**src/design/asv_pkg.sv**
```systemverilog
package asv_pkg;

	localparam int DEPTH       = 64;
	localparam int ADDR_W      = 6;
	localparam int CNT_W       = 7;
	localparam int VAL_W       = 64;
	localparam int MAX_LEN_DEF = 64;

	typedef struct packed {
		logic [VAL_W-1:0]  element_value;
		logic [ADDR_W-1:0] swap_target;
		logic              last_element;
	} elem_t;

	typedef struct packed {
		logic [VAL_W-1:0] result_value;
		logic             result_last;
		logic             bad_index;
	} res_t;

	// controller to datapath
	typedef struct packed {
		logic              ld_we;    // store an incoming element
		logic [ADDR_W-1:0] ld_addr;
		logic              rd_pos;   // read target and word at pos
		logic              chk;      // check target, fetch partner word
		logic              wr1;      // write partner word to pos
		logic              wr2;      // write held word to target
		logic              em_rd;    // read word for emission
		logic              out_load; // move read word into output register
		logic              last;
		logic              clr_bad;
		logic [ADDR_W-1:0] pos;
		logic [CNT_W-1:0]  n;
	} cmd_t;

	// datapath to controller
	typedef struct packed {
		logic swap;
		logic out_free;
	} sts_t;

endpackage

```
**src/design/asv_stream_if.sv**
```systemverilog
interface asv_stream_if #(
	parameter type T = logic
) ();
	logic valid;
	logic ready;
	T     data;

	modport source (output valid, output data, input ready);
	modport sink (input valid, input data, output ready);
endinterface

```
**src/design/asv_dp.sv**
```systemverilog
module asv_dp (
	input  logic                           clk,
	input  logic                           arst_n,
	input  asv_pkg::elem_t                 elem_data,
	input  asv_pkg::cmd_t                  cmd,
	output asv_pkg::sts_t                  sts,
	asv_stream_if.source                   result
);
	import asv_pkg::*;

	logic [VAL_W-1:0]  val_mem [DEPTH];
	logic [ADDR_W-1:0] tgt_mem [DEPTH];

	logic [VAL_W-1:0]  vrd_q, vpos_q;
	logic [ADDR_W-1:0] trd_q;
	logic              bad_q;
	logic              out_valid_q;
	res_t              res_q;

	logic              in_range;
	logic              we, re;
	logic [ADDR_W-1:0] waddr, raddr;
	logic [VAL_W-1:0]  wdata;

	assign in_range     = {1'b0, trd_q} < cmd.n;
	assign sts.swap     = in_range && (trd_q != cmd.pos);
	assign sts.out_free = !out_valid_q || result.ready;

	// one write and one read port on the word store
	always_comb begin
		we    = cmd.ld_we || cmd.wr1 || cmd.wr2;
		waddr = cmd.ld_we ? cmd.ld_addr : (cmd.wr1 ? cmd.pos : trd_q);
		wdata = cmd.ld_we ? elem_data.element_value : (cmd.wr1 ? vrd_q : vpos_q);
		re    = cmd.rd_pos || cmd.em_rd || (cmd.chk && sts.swap);
		raddr = cmd.chk ? trd_q : cmd.pos;
	end

	always_ff @(posedge clk) begin
		if (we)
			val_mem[waddr] <= wdata;
		if (re)
			vrd_q <= val_mem[raddr];
		if (cmd.ld_we)
			tgt_mem[cmd.ld_addr] <= elem_data.swap_target;
		if (cmd.rd_pos)
			trd_q <= tgt_mem[cmd.pos];
		if (cmd.chk)
			vpos_q <= vrd_q;
		if (cmd.out_load) begin
			res_q.result_value <= vrd_q;
			res_q.result_last  <= cmd.last;
			res_q.bad_index    <= bad_q;
		end
	end

	always_ff @(posedge clk or negedge arst_n) begin
		if (!arst_n) begin
			bad_q       <= 1'b0;
			out_valid_q <= 1'b0;
		end else begin
			if (cmd.clr_bad)
				bad_q <= 1'b0;
			else if (cmd.chk && !in_range)
				bad_q <= 1'b1;
			if (cmd.out_load)
				out_valid_q <= 1'b1;
			else if (result.ready)
				out_valid_q <= 1'b0;
		end
	end

	assign result.valid = out_valid_q;
	assign result.data  = res_q;

	// never overwrite a result that is still waiting
	a_no_overwrite: assert property (@(posedge clk) disable iff (!arst_n)
		cmd.out_load |-> (!out_valid_q || result.ready))
		else $error("output register overwritten");

	// second half of an interchange follows the first
	a_swap_pair: assert property (@(posedge clk) disable iff (!arst_n)
		cmd.wr1 |=> cmd.wr2)
		else $error("interchange left half done");

	// pass commands never overlap element loads
	a_no_load_in_pass: assert property (@(posedge clk) disable iff (!arst_n)
		cmd.ld_we |-> !(cmd.rd_pos || cmd.chk || cmd.wr1 || cmd.wr2 || cmd.em_rd))
		else $error("load during pass");

endmodule

```
**src/flat_wrapper.sv**
```systemverilog
// flat-port wrapper written by rule: the top's interface ports become plain ports
module asv_dp_flat import asv_pkg::*;
  (clk, arst_n, elem_data, cmd, sts, result_valid, result_data, result_ready);
  asv_stream_if result_i ();
  input  logic clk;
  input  logic arst_n;
  input  asv_pkg::elem_t elem_data;
  input  asv_pkg::cmd_t cmd;
  output asv_pkg::sts_t sts;
  output wire logic [$bits(result_i.valid)-1:0] result_valid;
  output wire logic [$bits(result_i.data)-1:0] result_data;
  input wire logic [$bits(result_i.ready)-1:0] result_ready;
  assign result_valid = result_i.valid;
  assign result_data = result_i.data;
  assign result_i.ready = result_ready;
  asv_dp u_core (.clk(clk), .arst_n(arst_n), .elem_data(elem_data), .cmd(cmd), .sts(sts), .result(result_i));
endmodule
```
**config.mk**
```make
export PLATFORM = sky130hd
export DESIGN_NAME = asv_dp_flat
export DESIGN_NICKNAME = d
export VERILOG_FILES = /design/src/design/asv_pkg.sv /design/src/design/asv_stream_if.sv /design/src/design/asv_dp.sv /design/src/flat_wrapper.sv
export SDC_FILE = /design/constraint.sdc
export NUM_CORES = 1
export LEC_CHECK = 0
export BUFFER_PORTS_ARGS = -buffer_cell sky130_fd_sc_hd__buf_2
export CORE_MARGIN = 2
export CORE_UTILIZATION = 58
export DETAILED_ROUTE_END_ITERATION = 8
export PLACE_DENSITY = 0.77
export SYNTH_ARGS = -nofsm -noshare
export SYNTH_HDL_FRONTEND = slang
export SYNTH_MEMORY_MAX_BITS = 65536
export SYNTH_SLANG_ARGS = --single-unit
```
**constraint.sdc**
```tcl
create_clock -name clk -period 4.1 [get_ports clk]
set_input_delay 1.23 -clock clk [delete_from_list [all_inputs] [get_ports clk]]
set_output_delay 1.23 -clock clk [all_outputs]
set_load 0.05 [all_outputs]
```
# == Word-level counts from Yosys, hierarchy flattened ==
# Memory sizes are Yosys's and may differ from the RTL's. A register that Yosys moved wholly into a read port is not among the register bits.
# Index checks and enable logic that the tools add are counted.
# op_classes
n_lt_le_gt_ge,1
n_eq_ne,1
n_mux,6
n_reduce_logical,7
# op_table
operator,n
6-bit by 7-bit less-than comparator with 1-bit output,1
1-bit two-way mux,6
6-bit inequality test,1
2-bit nonzero test,2
1-bit logical AND,2
1-bit logical NOT,2
1-bit logical OR,1
# totals
regBits,3
mem_bits_rw,384
inputBits,102
out_inout_bits,4
wordCells,19
n_memories,1
# mem_list
memory,depth,width,read_ports,rd_ports_with_merged_regs,wr,line,rtl
u_core.tgt_mem,64,6,1,1,1,asv_dp.sv:12,logic [ADDR_W-1:0] tgt_mem [DEPTH];

# == Logic depth before layout (Yosys ltp) ==
# logic_depth
word_depth,5
depth_mapped,9
depth_no_buf,7

# == Worst setup path after synthesis ==
# Ideal clock, no wire load.
# synth_path
path_kind,in2out
start,input cmd[7] in the netlist's numbering
end,output sts[1] in the netlist's numbering
arrival_time_ps,3046
required_ps,2870
slack_ps,-176
path_stages,7
path_buffers,4
path_cell_list,buf_6 buf_12 buf_6 buf_2 xor2_1 nor4_1 a32oi_1
# synth_lines
item,line,rtl
start: declaration,flat_wrapper.sv:8,input asv_pkg::cmd_t cmd;
end: declaration,flat_wrapper.sv:9,output asv_pkg::sts_t sts;

==> reports/qor.txt <==
Max Fclk -> 260 MHz
#FFs+latches synth -> 393
Overall Global Routing Usage -> 24.0%
First-pass GRT wire length -> 49.6 mm
Critical path data arrival time -> 2.61 ns
Worst Setup EP -> sts[1]
Synth Flop Type -> edfxtp_1
Post-synth EDFFs -> 391
CP Data Required Time -> 2.87 ns
GPL Wtd Cong -> 0.885
Cells after synthesis -> 743
Most used cell, CP -> buf_2
Max-cap viol count -> 0
Die Span Y -> 168 µm
Worst rel slew slack -> 19.5%
Initial antenna violation count -> 0
Share of cells above drive strength 1 -> 25.9%
H-tree depth -> 2
Reg2Reg Depth -> 7
Worst clock skew -> 0.00789 ns
Post-cts sizing count -> 0
Worst vdd ir -> 0.284 mV
Final antenna diode count -> 0
Detail Route Antenna Nets -> 0
Register area -> 11,800 µm²
Starting Density -> 59.3%
Drt pass-1 iters -> 5
Post-DP HPWL -> 19.9 mm
Worst setup path start -> cmd[1]
Hold Path Class -> register to register
Area delta synth->final -> 11.8%
Worst r2r src -> u_core.tgt_mem[11][4]$_DFFE_PP_
Clock Sinks -> 393
Ports -> 106
Reg2Reg Capture Point -> u_core.trd_q[4]$_DFFE_PP_
Distinct cells, synth -> 43
Fin cells -> 1,157
RSZ-0062 raised after global routing -> no
Critical Path Sink Type -> primary output
Sequential share of the synthesized area -> 75.8%
Clock Tree Root -> clkbuf_16
Grt total ovfl -> 0
TritonCTS clock tree -> built
Cell with the largest stage delay on the worst path -> buf_2
Number of buffers added on ports -> 36
Number of setup violations in the final report -> 0
# rows -> 59
Setup_tns -> 0 ns
CP cell instances -> buf_2 -> inv_1 -> ha_1 -> a21o_1 -> a21oi_1 -> o21ai_0 -> a32oi_2 -> buf_2
Post CTS Setup Buffer Count -> 0
Initial drt markers -> 852
DIE WIDTH -> 168 µm
Clk buf depth -> 3
Largest stage delay, worst path -> 0.29 ns
Vias per cell -> 6.56
WL/cell -> 28.3 µm
Async set-reset flop share out of synthesis -> 0.509%
CP max FO -> 2
Slew Viols, Final -> 0
Vias in the first global route -> 7,890
Final min period -> 3.84 ns
Clk Latency, worst-skew pair -> 0.52 ns
Vias -> 7,595
Fillers -> 1,587
Status -> completed
Most common cell after layout, fill and taps aside -> edfxtp_1
Setup crit start kind -> primary input
Total Routed Length -> 32.7 mm
Core box area -> 26,200 µm²
Worst-path clk slew -> 0.06 ns
R2R setup slack -> 1.93 ns
Most frequent cells in the layout -> edfxtp_1, mux4_2, nor2_1
Leakage -> 5.52 nW
Synthesized cell area -> 15,500 µm²
DR DRC count -> 0
Post-CTS Hold Buffers -> 0
Synthesized area per cell -> 20.9 µm²
Measured slew at the worst slew-check pin -> 1.21 ns
Footprint of the multi-input gates -> 3510 µm²
Mapped Nets -> 850
Largest net degree at the start of global routing -> 65
Final hold vios -> 0
Die Area -> 28,100 µm²
Dpl cells -> 1,090
Power density over the cells -> 489 nW/µm²
Yosys warns -> 0
Nets -> 902
Crit share post-route -> 93.6%
Worst hold path stage count -> 0
Worst Setup Path Type -> primary input to primary output
Total CTS buffers -> 38
-- through the flow --
stage | worst slack (ns) | hold slack, ns | power, mW | utilization, % | area (µm²)
finish | 0.260 | 0.465 | 8.51 | 66.3 | 17400
detailed placement | 0.314 | 0.457 | 5.00 | 61.4 | 16100
global route | 0.244 | 0.481 | 8.72 | 66.3 | 17400
global placement | 0.364 | 0.446 | 4.98 | 61.4 | 16100
floorplan | 0.120 | 0.425 | 4.82 | - | 15600
CTS | 0.297 | 0.470 | 8.55 | 66.3 | 17400
-- per-layer routing --
layer / track usage, % / vias up / part of all wire, %
li1: - / 3173 / -
met1: 34.6 / 3900 / 39
met2: 38.6 / 463 / 50
met3: 4.42 / 59 / 8.6
met4: 7.33 / 0 / 2.4
met5: 0 / - / 0
-- area by class of cell --
| cell class | instances | area share, % |
|---|---|---|
| clock buffers | 45 | 5.99 |
| clock inverters | 22 | 1.45 |
| inverters | 7 | 0.151 |
| multi-input cells | 304 | 20.2 |
| flip-flops and latches | 393 | 67.8 |
| well taps | 335 | 2.41 |
| repair buffers | 51 | 1.95 |
-- where the power goes --
part           internal, mW  total (mW)  leakage [nW]  switching, mW
Combinational         0.173       0.452          1.34          0.279
Clock                  2.18        3.58         0.632           1.40
Sequential             4.46        4.47          3.55         0.0121
Total                  6.81        8.51          5.52           1.69
-- critical path, delay by kind of cell --
family	cells	cell delay, ns
adder cells (fa/ha/maj)	1	0.28
AO/OA/AOI/OAI	4	0.70
buffers and inverters	3	0.39
-- Yosys cell counts (3+ instances only) --
library cell | number | area share [%]
mux2i_1 | 18 | 1.2
ha_1 | 5 | 0.40
nand3_1 | 8 | 0.26
buf_2 | 10 | 0.32
nor2_1 | 70 | 1.7
o221ai_1 | 3 | 0.17
a22oi_1 | 4 | 0.19
clkbuf_1 | 15 | 0.36
edfxtp_1 | 391 | 76
nor2b_1 | 8 | 0.32
a21oi_1 | 6 | 0.19
nand2b_1 | 8 | 0.32
o22ai_1 | 5 | 0.20
inv_1 | 7 | 0.17
mux4_2 | 103 | 15
nand2_1 | 18 | 0.43
buf_6 | 3 | 0.22
buf_1 | 5 | 0.12
buf_4 | 4 | 0.19
mux2_2 | 4 | 0.29
nand4b_1 | 3 | 0.17
o211ai_1 | 3 | 0.14
a211oi_1 | 6 | 0.29
xor2_1 | 4 | 0.23
o21ai_0 | 7 | 0.23
-- cell families after synthesis --
| group | synth area share, % |
|---|---|
| xor+xnor | 0.338 |
| compound gates | 1.84 |
| mux | 16.4 |
| flops | 75.8 |
| fa+ha+maj | 0.402 |
| simple gates | 3.61 |
| buf+inv | 1.61 |
-- state kept, by name, summed over array words and instances, names as in the netlist --
signal,cells
u_core.trd_q,6
u_core.tgt_mem,384
u_core.result.data,1
u_core.bad_q,1
u_core.result.valid,1
-- worst min path at each step --
| stage | from | to | slack, ns |
|---|---|---|---|
| after floorplan | u_core.bad_q$_DFFE_PN0P_ | u_core.result.data$_DFFE_PP_ | 0.43 |
| after global placement | u_core.bad_q$_DFFE_PN0P_ | u_core.result.data$_DFFE_PP_ | 0.45 |
| after detailed placement | u_core.bad_q$_DFFE_PN0P_ | u_core.result.data$_DFFE_PP_ | 0.46 |
| after CTS | u_core.bad_q$_DFFE_PN0P_ | u_core.result.data$_DFFE_PP_ | 0.47 |
| after global routing | arst_n | u_core.bad_q$_DFFE_PN0P_ | 0.48 |
| final | u_core.bad_q$_DFFE_PN0P_ | u_core.result.data$_DFFE_PP_ | 0.47 |
Power figures use the tool's default switching activity.
